### src/markup_escape_parser_assert.svh
// Assertion macros for the parser's RTL files; mep_queue includes them.
// Expects i_clk and active-low i_rst_n in the including module.
`ifndef MARKUP_ESCAPE_PARSER_ASSERT_SVH
`define MARKUP_ESCAPE_PARSER_ASSERT_SVH

// Property checked every cycle outside reset.
`define MEP_ASSERT(lbl, prop, msg) \
    lbl: assert property (@(posedge i_clk) disable iff (!i_rst_n) prop) \
        else $error(msg);

// Condition this cycle implies expression next cycle.
`define MEP_ASSERT_NEXT(lbl, cond, expr, msg) \
    lbl: assert property (@(posedge i_clk) disable iff (!i_rst_n) (cond) |=> (expr)) \
        else $error(msg);

`endif

### src/mep_pkg.sv
// Shared types, constants and command table for the markup escape parser.
// No dependencies.
package mep_pkg;

    localparam int unsigned Q_DEPTH  = 2;
    localparam int unsigned CFG_IDX_W = 8;
    localparam int unsigned CFG_DATA_W = 32;

    localparam logic [7:0]  CH_BACKTICK = 8'h60;
    localparam logic [7:0]  CH_HASH     = 8'h23;
    localparam logic [7:0]  CH_DASH     = 8'h2D;
    localparam logic [31:0] REPLACEMENT = 32'h0000_FFFD;
    localparam logic [2:0]  HASH_DIGITS = 3'd6;

    localparam logic [15:0] RST_SCREEN_WIDTH  = 16'd80;
    localparam logic [15:0] RST_SCREEN_HEIGHT = 16'd25;
    localparam logic [31:0] RST_DEFAULT_COLOR = 32'h0100_0000;
    localparam logic [31:0] RST_PALETTE_FLAG  = 32'h0200_0000;

    // configuration register indexes
    typedef enum logic [CFG_IDX_W-1:0] {
        REG_SCREEN_WIDTH  = 8'd0,
        REG_SCREEN_HEIGHT = 8'd1,
        REG_DEFAULT_COLOR = 8'd2,
        REG_PALETTE_FLAG  = 8'd3
    } t_reg_idx;

    // finalizer kinds
    typedef enum logic [3:0] {
        K_XPOS, K_XNEG, K_XCEN, K_YPOS, K_YNEG, K_YCEN, K_FG, K_BG, K_DFG,
        K_DBG, K_BORDER, K_ATTR, K_RESET, K_CLREOL, K_CLRSCR, K_CHAR
    } t_kind;

    // emitted action codes
    typedef enum logic [3:0] {
        ACT_CHAR   = 4'd0,
        ACT_SETX   = 4'd1,
        ACT_SETY   = 4'd2,
        ACT_FG     = 4'd3,
        ACT_BG     = 4'd4,
        ACT_DEFFG  = 4'd5,
        ACT_DEFBG  = 4'd6,
        ACT_BORDER = 4'd7,
        ACT_ATTR   = 4'd8,
        ACT_RESET  = 4'd9,
        ACT_CLREOL = 4'd10,
        ACT_CLRSCR = 4'd11
    } t_action;

    typedef enum logic [1:0] {
        BASE_RAW, BASE_DEC, BASE_HEX
    } t_base;

    typedef struct packed {
        logic       color_cmd;
        logic       plus;
        logic [2:0] digits;
        t_base      base;
        t_kind      kind;
    } t_cmd_info;

    typedef struct packed {
        logic       hit;
        logic [4:0] idx;
    } t_lookup;

    // one finished sequence, handed from front to back
    typedef struct packed {
        t_kind       kind;
        logic [31:0] value;
        logic        on;
    } t_qitem;

    function automatic t_lookup cmd_lookup(input logic [7:0] c);
        t_lookup r;
        r.hit = 1'b1;
        case (c)
            "x":     r.idx = 5'd0;
            "X":     r.idx = 5'd1;
            "c":     r.idx = 5'd2;
            "y":     r.idx = 5'd3;
            "Y":     r.idx = 5'd4;
            "C":     r.idx = 5'd5;
            "f":     r.idx = 5'd6;
            "b":     r.idx = 5'd7;
            "F":     r.idx = 5'd8;
            "B":     r.idx = 5'd9;
            "r":     r.idx = 5'd10;
            "-":     r.idx = 5'd11;
            "+":     r.idx = 5'd12;
            "0":     r.idx = 5'd13;
            "z":     r.idx = 5'd14;
            "Z":     r.idx = 5'd15;
            "u":     r.idx = 5'd16;
            "U":     r.idx = 5'd17;
            default: begin
                r.hit = 1'b0;
                r.idx = 5'd0;
            end
        endcase
        return r;
    endfunction

    function automatic t_cmd_info cmd_info(input logic [4:0] idx);
        t_cmd_info r;
        case (idx)
            5'd1:    r = '{1'b0, 1'b0, 3'd2, BASE_DEC, K_XNEG};
            5'd2:    r = '{1'b0, 1'b0, 3'd2, BASE_DEC, K_XCEN};
            5'd3:    r = '{1'b0, 1'b0, 3'd2, BASE_DEC, K_YPOS};
            5'd4:    r = '{1'b0, 1'b0, 3'd2, BASE_DEC, K_YNEG};
            5'd5:    r = '{1'b0, 1'b0, 3'd2, BASE_DEC, K_YCEN};
            5'd6:    r = '{1'b1, 1'b0, 3'd1, BASE_HEX, K_FG};
            5'd7:    r = '{1'b1, 1'b0, 3'd1, BASE_HEX, K_BG};
            5'd8:    r = '{1'b1, 1'b0, 3'd1, BASE_HEX, K_DFG};
            5'd9:    r = '{1'b1, 1'b0, 3'd1, BASE_HEX, K_DBG};
            5'd10:   r = '{1'b1, 1'b0, 3'd1, BASE_HEX, K_BORDER};
            5'd11:   r = '{1'b0, 1'b0, 3'd1, BASE_RAW, K_ATTR};
            5'd12:   r = '{1'b0, 1'b1, 3'd1, BASE_RAW, K_ATTR};
            5'd13:   r = '{1'b0, 1'b0, 3'd0, BASE_RAW, K_RESET};
            5'd14:   r = '{1'b0, 1'b0, 3'd0, BASE_RAW, K_CLREOL};
            5'd15:   r = '{1'b0, 1'b0, 3'd0, BASE_RAW, K_CLRSCR};
            5'd16:   r = '{1'b0, 1'b0, 3'd4, BASE_HEX, K_CHAR};
            5'd17:   r = '{1'b0, 1'b0, 3'd6, BASE_HEX, K_CHAR};
            default: r = '{1'b0, 1'b0, 3'd2, BASE_DEC, K_XPOS};
        endcase
        return r;
    endfunction

endpackage

### src/mep_front.sv
// Front end: per-byte sequence state, command match and digit gathering.
// Depends on mep_pkg.
module mep_front (
    input  logic              i_clk,
    input  logic              i_rst_n,
    input  logic              i_accept,
    input  logic [7:0]        i_byte_in,
    input  logic [31:0]       i_default_color,
    input  logic [31:0]       i_palette_flag,
    output logic              o_push,
    output mep_pkg::t_qitem   o_item
);
    import mep_pkg::*;

    logic        r_in_seq,  n_in_seq;
    logic [4:0]  r_cmd,     n_cmd;
    logic [2:0]  r_digits,  n_digits;
    logic        r_at2,     n_at2;
    logic [31:0] r_acc,     n_acc;

    t_cmd_info   info;
    t_cmd_info   new_info;
    t_lookup     lk;
    logic [5:0]  dval;
    logic        dbad;
    logic [31:0] acc_step;
    logic [2:0]  dl;

    assign info     = cmd_info(r_cmd);
    assign lk       = cmd_lookup(i_byte_in);
    assign new_info = cmd_info(lk.idx);
    assign dl       = r_digits - 3'd1;

    // digit value, 63 when not a letter or number
    always_comb begin
        if (i_byte_in >= "0" && i_byte_in <= "9") begin
            dval = 6'(i_byte_in - "0");
        end else if (i_byte_in >= "A" && i_byte_in <= "Z") begin
            dval = 6'(i_byte_in - "A" + 8'd10);
        end else if (i_byte_in >= "a" && i_byte_in <= "z") begin
            dval = 6'(i_byte_in - "a" + 8'd10);
        end else begin
            dval = 6'd63;
        end
        case (info.base)
            BASE_DEC: dbad = (dval >= 6'd10);
            BASE_HEX: dbad = (dval >= 6'd16);
            default:  dbad = 1'b0;
        endcase
        case (info.base)
            BASE_DEC: acc_step = (r_acc << 3) + (r_acc << 1) + {26'd0, dval};
            BASE_HEX: acc_step = (r_acc << 4) | {26'd0, dval};
            default:  acc_step = {r_acc[23:0], i_byte_in};
        endcase
    end

    always_comb begin
        n_in_seq = r_in_seq;
        n_cmd    = r_cmd;
        n_digits = r_digits;
        n_at2    = r_at2;
        n_acc    = r_acc;
        o_push   = 1'b0;
        o_item   = '{K_CHAR, REPLACEMENT, 1'b0};
        if (i_accept) begin
            if (!r_in_seq) begin
                if (i_byte_in == CH_BACKTICK) begin
                    o_push = 1'b1;
                    o_item = '{K_CHAR, {24'd0, i_byte_in}, 1'b0};
                end else if (!lk.hit) begin
                    o_push = 1'b1;
                end else begin
                    n_cmd    = lk.idx;
                    n_acc    = '0;
                    n_digits = new_info.digits;
                    if (new_info.digits == 3'd0) begin
                        o_push = 1'b1;
                        o_item = '{new_info.kind, 32'd0, 1'b0};
                    end else begin
                        n_in_seq = 1'b1;
                        n_at2    = 1'b1;
                    end
                end
            end else if (info.color_cmd && r_at2 && i_byte_in == CH_DASH) begin
                o_push   = 1'b1;
                o_item   = '{info.kind, i_default_color, 1'b0};
                n_acc    = i_default_color;
                n_in_seq = 1'b0;
                n_at2    = 1'b0;
                n_digits = '0;
            end else if (info.color_cmd && r_at2 && i_byte_in == CH_HASH) begin
                n_digits = HASH_DIGITS;
                n_at2    = 1'b0;
            end else if (info.base != BASE_RAW && dbad) begin
                o_push   = 1'b1;
                n_in_seq = 1'b0;
                n_at2    = 1'b0;
                n_digits = '0;
            end else if (dl != 3'd0) begin
                n_acc    = acc_step;
                n_digits = dl;
                n_at2    = 1'b0;
            end else begin
                // last digit: single-digit colors pick up the palette flag
                n_acc    = acc_step | ((info.color_cmd && r_at2) ? i_palette_flag : 32'd0);
                o_push   = 1'b1;
                o_item   = '{info.kind, n_acc, info.plus};
                n_in_seq = 1'b0;
                n_at2    = 1'b0;
                n_digits = '0;
            end
        end
    end

    always_ff @(posedge i_clk) begin
        if (!i_rst_n) begin
            r_in_seq <= 1'b0;
            r_cmd    <= '0;
            r_digits <= '0;
            r_at2    <= 1'b0;
            r_acc    <= '0;
        end else begin
            r_in_seq <= n_in_seq;
            r_cmd    <= n_cmd;
            r_digits <= n_digits;
            r_at2    <= n_at2;
            r_acc    <= n_acc;
        end
    end

endmodule

### src/mep_queue.sv
// Short register queue between the front and back ends.
// Depends on mep_pkg and markup_escape_parser_assert.svh.
`include "markup_escape_parser_assert.svh"

module mep_queue #(
    parameter int unsigned DEPTH = mep_pkg::Q_DEPTH
) (
    input  logic            i_clk,
    input  logic            i_rst_n,
    input  logic            i_push,
    input  mep_pkg::t_qitem i_item,
    input  logic            i_pop,
    output mep_pkg::t_qitem o_item,
    output logic            o_full,
    output logic            o_empty
);
    import mep_pkg::*;

    localparam int unsigned PTR_W = (DEPTH > 1) ? $clog2(DEPTH) : 1;
    localparam int unsigned CNT_W = $clog2(DEPTH + 1);

    t_qitem            r_mem [DEPTH];
    logic [PTR_W-1:0]  r_wr_ptr;
    logic [PTR_W-1:0]  r_rd_ptr;
    logic [CNT_W-1:0]  r_count;

    assign o_item  = r_mem[r_rd_ptr];
    assign o_full  = (r_count == CNT_W'(DEPTH));
    assign o_empty = (r_count == '0);

    always_ff @(posedge i_clk) begin
        if (i_push) begin
            r_mem[r_wr_ptr] <= i_item;
        end
    end

    always_ff @(posedge i_clk) begin
        if (!i_rst_n) begin
            r_wr_ptr <= '0;
            r_rd_ptr <= '0;
            r_count  <= '0;
        end else begin
            if (i_push) begin
                r_wr_ptr <= (r_wr_ptr == PTR_W'(DEPTH - 1)) ? '0 : r_wr_ptr + 1'b1;
            end
            if (i_pop) begin
                r_rd_ptr <= (r_rd_ptr == PTR_W'(DEPTH - 1)) ? '0 : r_rd_ptr + 1'b1;
            end
            if (i_push && !i_pop) begin
                r_count <= r_count + 1'b1;
            end else if (i_pop && !i_push) begin
                r_count <= r_count - 1'b1;
            end
        end
    end

    `MEP_ASSERT(a_no_overflow, i_push |-> !o_full, "queue push while full")
    `MEP_ASSERT(a_no_underflow, i_pop |-> !o_empty, "queue pop while empty")
    `MEP_ASSERT_NEXT(a_count_up, i_push && !i_pop, r_count == $past(r_count) + 1'b1, "bad count")
    `MEP_ASSERT_NEXT(a_count_down, i_pop && !i_push, r_count == $past(r_count) - 1'b1, "bad count")

endmodule

### src/mep_back.sv
// Back end: turns queued sequences into actions, owns the output register.
// Depends on mep_pkg.
module mep_back (
    input  logic            i_clk,
    input  logic            i_rst_n,
    input  mep_pkg::t_qitem i_item,
    input  logic            i_empty,
    output logic            o_pop,
    input  logic [15:0]     i_screen_width,
    input  logic [15:0]     i_screen_height,
    output logic            o_out_valid,
    input  logic            i_out_stall,
    output logic [3:0]      o_action,
    output logic [31:0]     o_value,
    output logic            o_attribute_on
);
    import mep_pkg::*;

    logic        r_valid;
    logic [3:0]  r_action;
    logic [31:0] r_value;
    logic        r_on;

    t_action     act;
    logic [31:0] val;
    logic        on;
    logic        load;
    logic [15:0] size;
    logic        clamp0;
    logic [15:0] diff;
    logic        attr_hit;
    logic [2:0]  attr_idx;

    assign load  = !r_valid || !i_out_stall;
    assign o_pop = load && !i_empty;

    // clamped distance from the far edge
    always_comb begin
        case (i_item.kind)
            K_YNEG, K_YCEN: size = i_screen_height;
            default:        size = i_screen_width;
        endcase
        clamp0 = (i_item.value >= {16'd0, size});
        diff   = size - i_item.value[15:0];
    end

    always_comb begin
        attr_hit = (i_item.value[31:8] == 24'd0);
        case (i_item.value[7:0])
            "B", "b": attr_idx = 3'd0;
            "D", "d": attr_idx = 3'd1;
            "U", "u": attr_idx = 3'd2;
            "F", "f": attr_idx = 3'd3;
            "R", "r": attr_idx = 3'd4;
            "I", "i": attr_idx = 3'd5;
            default: begin
                attr_idx = 3'd0;
                attr_hit = 1'b0;
            end
        endcase
    end

    always_comb begin
        act = ACT_CHAR;
        val = i_item.value;
        on  = 1'b0;
        case (i_item.kind)
            K_XPOS: begin
                act = ACT_SETX;
                val = {16'd0, i_item.value[15:0]};
            end
            K_XNEG: begin
                act = ACT_SETX;
                val = clamp0 ? 32'd0 : {16'd0, diff};
            end
            K_XCEN: begin
                act = ACT_SETX;
                val = clamp0 ? 32'd0 : {17'd0, diff[15:1]};
            end
            K_YPOS: begin
                act = ACT_SETY;
                val = {16'd0, i_item.value[15:0]};
            end
            K_YNEG: begin
                act = ACT_SETY;
                val = clamp0 ? 32'd0 : {16'd0, diff};
            end
            K_YCEN: begin
                act = ACT_SETY;
                val = clamp0 ? 32'd0 : {17'd0, diff[15:1]};
            end
            K_FG:     act = ACT_FG;
            K_BG:     act = ACT_BG;
            K_DFG:    act = ACT_DEFFG;
            K_DBG:    act = ACT_DEFBG;
            K_BORDER: act = ACT_BORDER;
            K_ATTR: begin
                if (attr_hit) begin
                    act = ACT_ATTR;
                    val = {29'd0, attr_idx};
                    on  = i_item.on;
                end else begin
                    val = REPLACEMENT;
                end
            end
            K_RESET: begin
                act = ACT_RESET;
                val = '0;
            end
            K_CLREOL: begin
                act = ACT_CLREOL;
                val = '0;
            end
            K_CLRSCR: begin
                act = ACT_CLRSCR;
                val = '0;
            end
            default: act = ACT_CHAR;
        endcase
    end

    always_ff @(posedge i_clk) begin
        if (!i_rst_n) begin
            r_valid <= 1'b0;
        end else if (load) begin
            r_valid <= !i_empty;
        end
    end

    always_ff @(posedge i_clk) begin
        if (o_pop) begin
            r_action <= act;
            r_value  <= val;
            r_on     <= on;
        end
    end

    assign o_out_valid    = r_valid;
    assign o_action       = r_action;
    assign o_value        = r_value;
    assign o_attribute_on = r_on;

endmodule

### src/markup_escape_parser.sv
// Top level of the markup escape parser: config registers and the
// front / queue / back chain. Depends on mep_pkg, mep_front, mep_queue, mep_back.
//
// Usage:
//   Input channel: one byte per transfer (i_in_valid / o_in_stall), the bytes
//   that follow a backtick introducer. Output channel: one action per
//   finished sequence (o_out_valid / i_out_stall) with value and
//   attribute_on. Bytes that only extend a sequence produce nothing.
//   Config channel: i_cfg_valid with i_cfg_index / i_cfg_data, always ready;
//   index 0 width, 1 height, 2 default color, 3 palette flag, others ignored.
//   Write config only while the parser is idle.
// Timing:
//   A byte that ends a sequence goes into the queue at its transfer edge;
//   the back end moves it to the output register once that register is free
//   and earlier entries have left. Sustained rate is one byte per cycle while
//   the queue is not full. The front stalls only when the queue (QDEPTH entries)
//   is full, which happens when the output side stalls; a full output register
//   plus a full queue hold QDEPTH+1 pending actions.
// Reset: synchronous, active low; clears sequence state, queue and output
//   valid, and loads the config registers with their defaults.
module markup_escape_parser #(
    parameter int unsigned QDEPTH = mep_pkg::Q_DEPTH
) (
    input  logic                           i_clk,
    input  logic                           i_rst_n,
    input  logic                           i_in_valid,
    output logic                           o_in_stall,
    input  logic [7:0]                     i_byte_in,
    output logic                           o_out_valid,
    input  logic                           i_out_stall,
    output logic [3:0]                     o_action,
    output logic [31:0]                    o_value,
    output logic                           o_attribute_on,
    input  logic                           i_cfg_valid,
    output logic                           o_cfg_ready,
    input  logic [mep_pkg::CFG_IDX_W-1:0]  i_cfg_index,
    input  logic [mep_pkg::CFG_DATA_W-1:0] i_cfg_data
);
    import mep_pkg::*;

    logic [15:0] r_screen_width;
    logic [15:0] r_screen_height;
    logic [31:0] r_default_color;
    logic [31:0] r_palette_flag;

    logic        in_accept;
    logic        q_push;
    logic        q_pop;
    logic        q_full;
    logic        q_empty;
    t_qitem      front_item;
    t_qitem      back_item;

    // config writes are always accepted and registered
    assign o_cfg_ready = 1'b1;

    always_ff @(posedge i_clk) begin
        if (!i_rst_n) begin
            r_screen_width  <= RST_SCREEN_WIDTH;
            r_screen_height <= RST_SCREEN_HEIGHT;
            r_default_color <= RST_DEFAULT_COLOR;
            r_palette_flag  <= RST_PALETTE_FLAG;
        end else if (i_cfg_valid && o_cfg_ready) begin
            case (i_cfg_index)
                REG_SCREEN_WIDTH:  r_screen_width  <= i_cfg_data[15:0];
                REG_SCREEN_HEIGHT: r_screen_height <= i_cfg_data[15:0];
                REG_DEFAULT_COLOR: r_default_color <= i_cfg_data;
                REG_PALETTE_FLAG:  r_palette_flag  <= i_cfg_data;
                default:           ;
            endcase
        end
    end

    // front stalls only on a full queue; independent of the output stall
    assign o_in_stall = q_full;
    assign in_accept  = i_in_valid && !o_in_stall;

    mep_front u_front (
        .i_clk           (i_clk),
        .i_rst_n         (i_rst_n),
        .i_accept        (in_accept),
        .i_byte_in       (i_byte_in),
        .i_default_color (r_default_color),
        .i_palette_flag  (r_palette_flag),
        .o_push          (q_push),
        .o_item          (front_item)
    );

    mep_queue #(
        .DEPTH (QDEPTH)
    ) u_queue (
        .i_clk   (i_clk),
        .i_rst_n (i_rst_n),
        .i_push  (q_push),
        .i_item  (front_item),
        .i_pop   (q_pop),
        .o_item  (back_item),
        .o_full  (q_full),
        .o_empty (q_empty)
    );

    mep_back u_back (
        .i_clk           (i_clk),
        .i_rst_n         (i_rst_n),
        .i_item          (back_item),
        .i_empty         (q_empty),
        .o_pop           (q_pop),
        .i_screen_width  (r_screen_width),
        .i_screen_height (r_screen_height),
        .o_out_valid     (o_out_valid),
        .i_out_stall     (i_out_stall),
        .o_action        (o_action),
        .o_value         (o_value),
        .o_attribute_on  (o_attribute_on)
    );

endmodule

### config.mk
export PLATFORM = sky130hd
export DESIGN_NAME = markup_escape_parser
export DESIGN_NICKNAME = d
export VERILOG_FILES = /design/src/mep_pkg.sv /design/src/mep_front.sv /design/src/mep_queue.sv /design/src/mep_back.sv /design/src/markup_escape_parser.sv
export VERILOG_INCLUDE_DIRS = /design/src /design/src/src
export SDC_FILE = /design/constraint.sdc
export NUM_CORES = 1
export LEC_CHECK = 0
export BUFFER_PORTS_ARGS = -buffer_cell sky130_fd_sc_hd__buf_2
export CAP_MARGIN = 20
export CORE_MARGIN = 2
export CORE_UTILIZATION = 50
export CTS_CLUSTER_DIAMETER = 40
export CTS_CLUSTER_SIZE = 28
export DETAILED_ROUTE_END_ITERATION = 10
export GPL_TIMING_DRIVEN = 0
export PLACE_DENSITY_LB_ADDON = 0.1
export SYNTH_ARGS = -nofsm -noshare
export SYNTH_HDL_FRONTEND = slang
export SYNTH_SLANG_ARGS = --single-unit
### constraint.sdc
create_clock -name i_clk -period 12.1 [get_ports i_clk]
set_input_delay 0.605 -clock i_clk [delete_from_list [all_inputs] [get_ports i_clk]]
set_output_delay 0.605 -clock i_clk [all_outputs]
set_load 0.05 [all_outputs]
==> impl_summary.txt <==
----------------------------------------------------
[Status]
  Result of the run ... complete, no violations

[Floorplanning]
  Initial core utilization ... 51.0%
  Row count ... 65
  Die area ... 33,700 µm²
  Vertical die dimension ... 184 µm
  Num ports ... between 90 and 100
  Placeable core area ... ~32,000 µm²
  Chip Width ... 184 µm

[Timing]
  Final hold violation count ... 0
  Fin crit share ... 56.8%
  Setup repair after global routing missed its margin ... false
  Top achievable clock speed ... 0.146 GHz
  Transition time at the pin with the least slew margin ... between 1 and 1.5 ns
  Finish-stage setup viols ... 0
  Final Skew ... 0.0283 ns
  Crit path setup slack, layout ... 5.23 ns
  Final-layout setup total negative slack ... 0 ns
  Max-slew headroom ... 27.8%
  Max-slew violation total from the final report ... 0
  Min cycle time layout ... approximately 6.9 ns

[Cells and area]
  Share of final-layout standard cells stronger than drive strength 1 ... roughly a tenth
  Final Core Density ... 57.5%
  Sequential standard cell area ... 6360 µm²
  Multi-input combinational cell area ... 9010 µm²
  Non-filler instance count after layout ... 2,407
  Fillers ... slightly below 3,000
  ANT cells ... 0
  Area growth from synthesis to layout ... 12.7%
  Nets@finish ... 2,146

[Global route]
  Via count of the first global-routing pass ... about 14,000
  Met3 usage in global routing ... 2.73%
  Combined global-route utilization of all metal layers ... 29.2%
  Antenna violations before repair ... 0
  Total overflow reported by the global router ... 0
  Maximum number of pins on one net before global-route repair ... 38
  Met2 usage ... approximately half
  Met1 Resource Use GR ... between 30% and 40%
  Busiest layer in global routing ... met2
  First-pass GRT wire length ... 77,000 µm

[Clock tree]
  Clk buf depth ... 3
  H-tree depth reported by CTS ... 1
  Setup Buffers After CTS ... 0
  Cts bufs inserted ... 29
  CTS Hold Buffers Added ... 0
  Clock tree root buffer cell ... sky130_fd_sc_hd__clkbuf_16
  CTS tree ... built
  Total clock sinks ... around 260
  Post-CTS resize count ... 0
  Clk slew on worst S/H paths ... 0.08 ns
  Clock insertion delay at the later pin of the skew report ... 0.56 ns

[Synthesis]
  Synth area leader ... sky130_fd_sc_hd__edfxtp_1
  FFs w/ async S/R, synth ... 0%
  Biggest area contributors in the synthesized netlist ... sky130_fd_sc_hd__edfxtp_1, sky130_fd_sc_hd__dfxtp_1, sky130_fd_sc_hd__ha_1
  Mean post-synth cell area ... about 8.7 µm²
  Number of cells produced by synthesis ... 1,859
  Register bit count reported by yosys ... 262
  Most frequently used cell type in the post-synthesis netlist ... sky130_fd_sc_hd__nand2_1
  Synthesized cell area ... 16,100 µm²
  Synth top area share ... between 20% and 30%
  Prevailing post-synth register cell ... sky130_fd_sc_hd__dfxtp_1
  Synth Net Count ... roughly 2,000
  Number of warning messages in the yosys log ... 0
  Count of flip-flops with a built-in enable after synthesis ... 111
  List of most frequent post-synthesis cells ... sky130_fd_sc_hd__nand2_1, sky130_fd_sc_hd__a21oi_1, sky130_fd_sc_hd__nor2_1, sky130_fd_sc_hd__dfxtp_1, sky130_fd_sc_hd__o21ai_0
  Sequential area share after synthesis ... 39.4%
  Number of unique standard cell types used by synthesis ... 89

[Critical path]
  Critical path required time ... 12.38 ns
  Element type at the critical path end ... register
  Destination of the worst register-to-register timing path ... u_back.o_value[14]
  Worst-case reg-to-reg path depth ... 18
  Critical Setup Path Class ... in2reg
  Arrival time worst endpoint ... 7.15 ns
  Launching element type of the critical path ... primary input
  Highest fanout seen on the critical path ... 9
  Worst reg-to-reg setup slack ... 6.36 ns

[Hold path]
  HP Class ... in2reg
  Hold Path Cell Cnt ... 3
  Min-Delay Startpoint ... i_cfg_data[25]
  Worst min-delay path endpoint ... r_palette_flag[25]

[Drt]
  Remaining number of nets flagged by the antenna check after routing ... 0
  Total wire length after detailed routing ... 49,500 µm
  Number of iterations in the first detailed-routing pass ... 5
  Drt drc ... 0
  Vias after detailed routing ... 14,351
  DR vias/cell ... 5.96
  DRT iter0 DRCs ... 1,215
  Routed length per instance ... just over 20 µm

[Power and ir drop]
  Power density over the cells ... 147 nW/µm²
  Maximum vdd drop ... 0.000114 V
  Static Leak ... 0.00722 µW
  Post-layout total power ... around 2700 µW

[Place]
  Port bufs ... 91
  Placed cell count ... roughly 2,400
  Setup WS pre-CTS ... between 4 and 5 ns
  Final HPWL from detailed placement ... 39,100 µm
  RePlAce Congestion ... 1.00

[Job]
  Number of max-capacitance violations reported ... 0

----------------------------------------------------
-- cell families (layout without fill, tap and decap cells) --
group | after synthesis | count (layout) | synth area share, %
AO/OA/AOI/OAI | 518 | 518 | 20.5
XOR/XNOR | 49 | 49 | 2.66
adder cells (fa/ha/maj) | 110 | 110 | 8.76
buffers and inverters | 195 | 341 | 4.80
flip-flops | 262 | 262 | 39.4
multiplexers | 92 | 92 | 5.78
other | 1 | 1 | 0.0232
AND/OR/NAND/NOR | 632 | 632 | 18.0
-- worst max-delay path by stage --
stage               cells past startpoint  slack, ns         start              endpoint
finish                                 21       5.23  i_byte_in[1]  u_queue.r_mem[0][24]
global route                           21       4.76  i_byte_in[1]  u_queue.r_mem[0][24]
CTS                                    21       5.41  i_byte_in[1]  u_queue.r_mem[0][24]
detailed placement                     21       4.84  i_byte_in[1]  u_queue.r_mem[0][24]
global placement                       21       4.84  i_byte_in[1]  u_queue.r_mem[0][24]
floorplan                              20       6.38  i_byte_in[1]  u_queue.r_mem[0][24]
-- final cells by class --
type / instances / share of cell area (%)
sequential: 262 / 35.0
clock buffer: 34 / 4.21
multi-input combinational: 1402 / 49.6
clock inverter: 19 / 1.44
buffer: 108 / 2.46
timing repair buffer: 93 / 2.77
tap: 402 / 2.77
inverter: 87 / 1.80
-- sequential cells by signal (all words and copies together), names as in the netlist, named ones only --
signal / count
u_back.o_action: 4
u_back.o_value: 32
r_screen_width: 16
r_screen_height: 16
u_back.o_out_valid: 1
u_front.info: 8
u_back.o_attribute_on: 1
u_queue.r_count: 2
u_front.r_cmd: 5
r_palette_flag: 32
u_front.r_digits: 3
u_front.r_in_seq: 1
r_default_color: 32
u_queue.r_mem: 74
u_front.r_acc: 31
u_front.r_at2: 1
u_queue.r_wr_ptr: 1
u_queue.r_rd_ptr: 1
-- worst max-delay path, stage by stage --
cell                        delay (ns)
sky130_fd_sc_hd__buf_2            0.10
sky130_fd_sc_hd__clkbuf_1         0.41
sky130_fd_sc_hd__inv_1            0.19
sky130_fd_sc_hd__ha_1             0.30
sky130_fd_sc_hd__or4b_4           0.52
sky130_fd_sc_hd__a31oi_4          0.25
sky130_fd_sc_hd__o22ai_2          0.18
sky130_fd_sc_hd__a211oi_1         0.28
sky130_fd_sc_hd__or2_2            0.19
sky130_fd_sc_hd__fa_1             0.45
sky130_fd_sc_hd__ha_1             0.33
sky130_fd_sc_hd__a211oi_1         0.30
sky130_fd_sc_hd__o211ai_1         0.16
sky130_fd_sc_hd__a41oi_1          0.42
sky130_fd_sc_hd__o21ai_1          0.22
sky130_fd_sc_hd__a221oi_1         0.72
sky130_fd_sc_hd__xnor2_1          0.22
sky130_fd_sc_hd__nor2_1           0.06
sky130_fd_sc_hd__a2111oi_0        0.80
sky130_fd_sc_hd__a21oi_1          0.16
sky130_fd_sc_hd__and3_1           0.29
-- power by group --
group	total, µW	leakage (µW)	switching, µW	internal [µW]
Sequential	1070	0.00218	28.1	1040
Combinational	674	0.00455	488	186
Clock	924	0.000493	418	506
Total	2670	0.00722	934	1740
-- routing by layer --
metal | wire (µm) | up-vias
met2 | 23300 | 485
met3 | 2420 | 108
met4 | 1860 | 0
met1 | 21900 | 6777
li1 | - | 6981
met5 | 0 | -
-- through the flow --
step | cell area [µm²] | hold WS [ns]
finish | 18200 | 0.284
global route | 18200 | 0.290
CTS | 18200 | 0.269
detailed placement | 17200 | 0.445
global placement | 17100 | 0.445
floorplan | 16100 | 0.433
-- placed cells by master, fill, tap and decap left out, types with 14 or more instances in the layout --
cell                        synthesis  routed
sky130_fd_sc_hd__nand2_1          225     225
sky130_fd_sc_hd__a21oi_1          196     196
sky130_fd_sc_hd__nor2_1           182     182
sky130_fd_sc_hd__dfxtp_1          151     151
sky130_fd_sc_hd__o21ai_0          114     114
sky130_fd_sc_hd__edfxtp_1         111     111
sky130_fd_sc_hd__buf_2             16     107
sky130_fd_sc_hd__ha_1             105     105
sky130_fd_sc_hd__inv_1             87      87
sky130_fd_sc_hd__clkbuf_1          82      86
sky130_fd_sc_hd__mux2i_1           83      83
sky130_fd_sc_hd__nand3_1           69      69
sky130_fd_sc_hd__xnor2_1           35      35
sky130_fd_sc_hd__clkbuf_16          0      30
sky130_fd_sc_hd__nor3_1            25      25
sky130_fd_sc_hd__and3_1            24      24
sky130_fd_sc_hd__a21o_1            19      19
sky130_fd_sc_hd__a211oi_1          19      19
sky130_fd_sc_hd__nor4_1            16      16
sky130_fd_sc_hd__o41ai_1           15      15
sky130_fd_sc_hd__xor2_1            14      14
(Power assumes the default switching activity.)
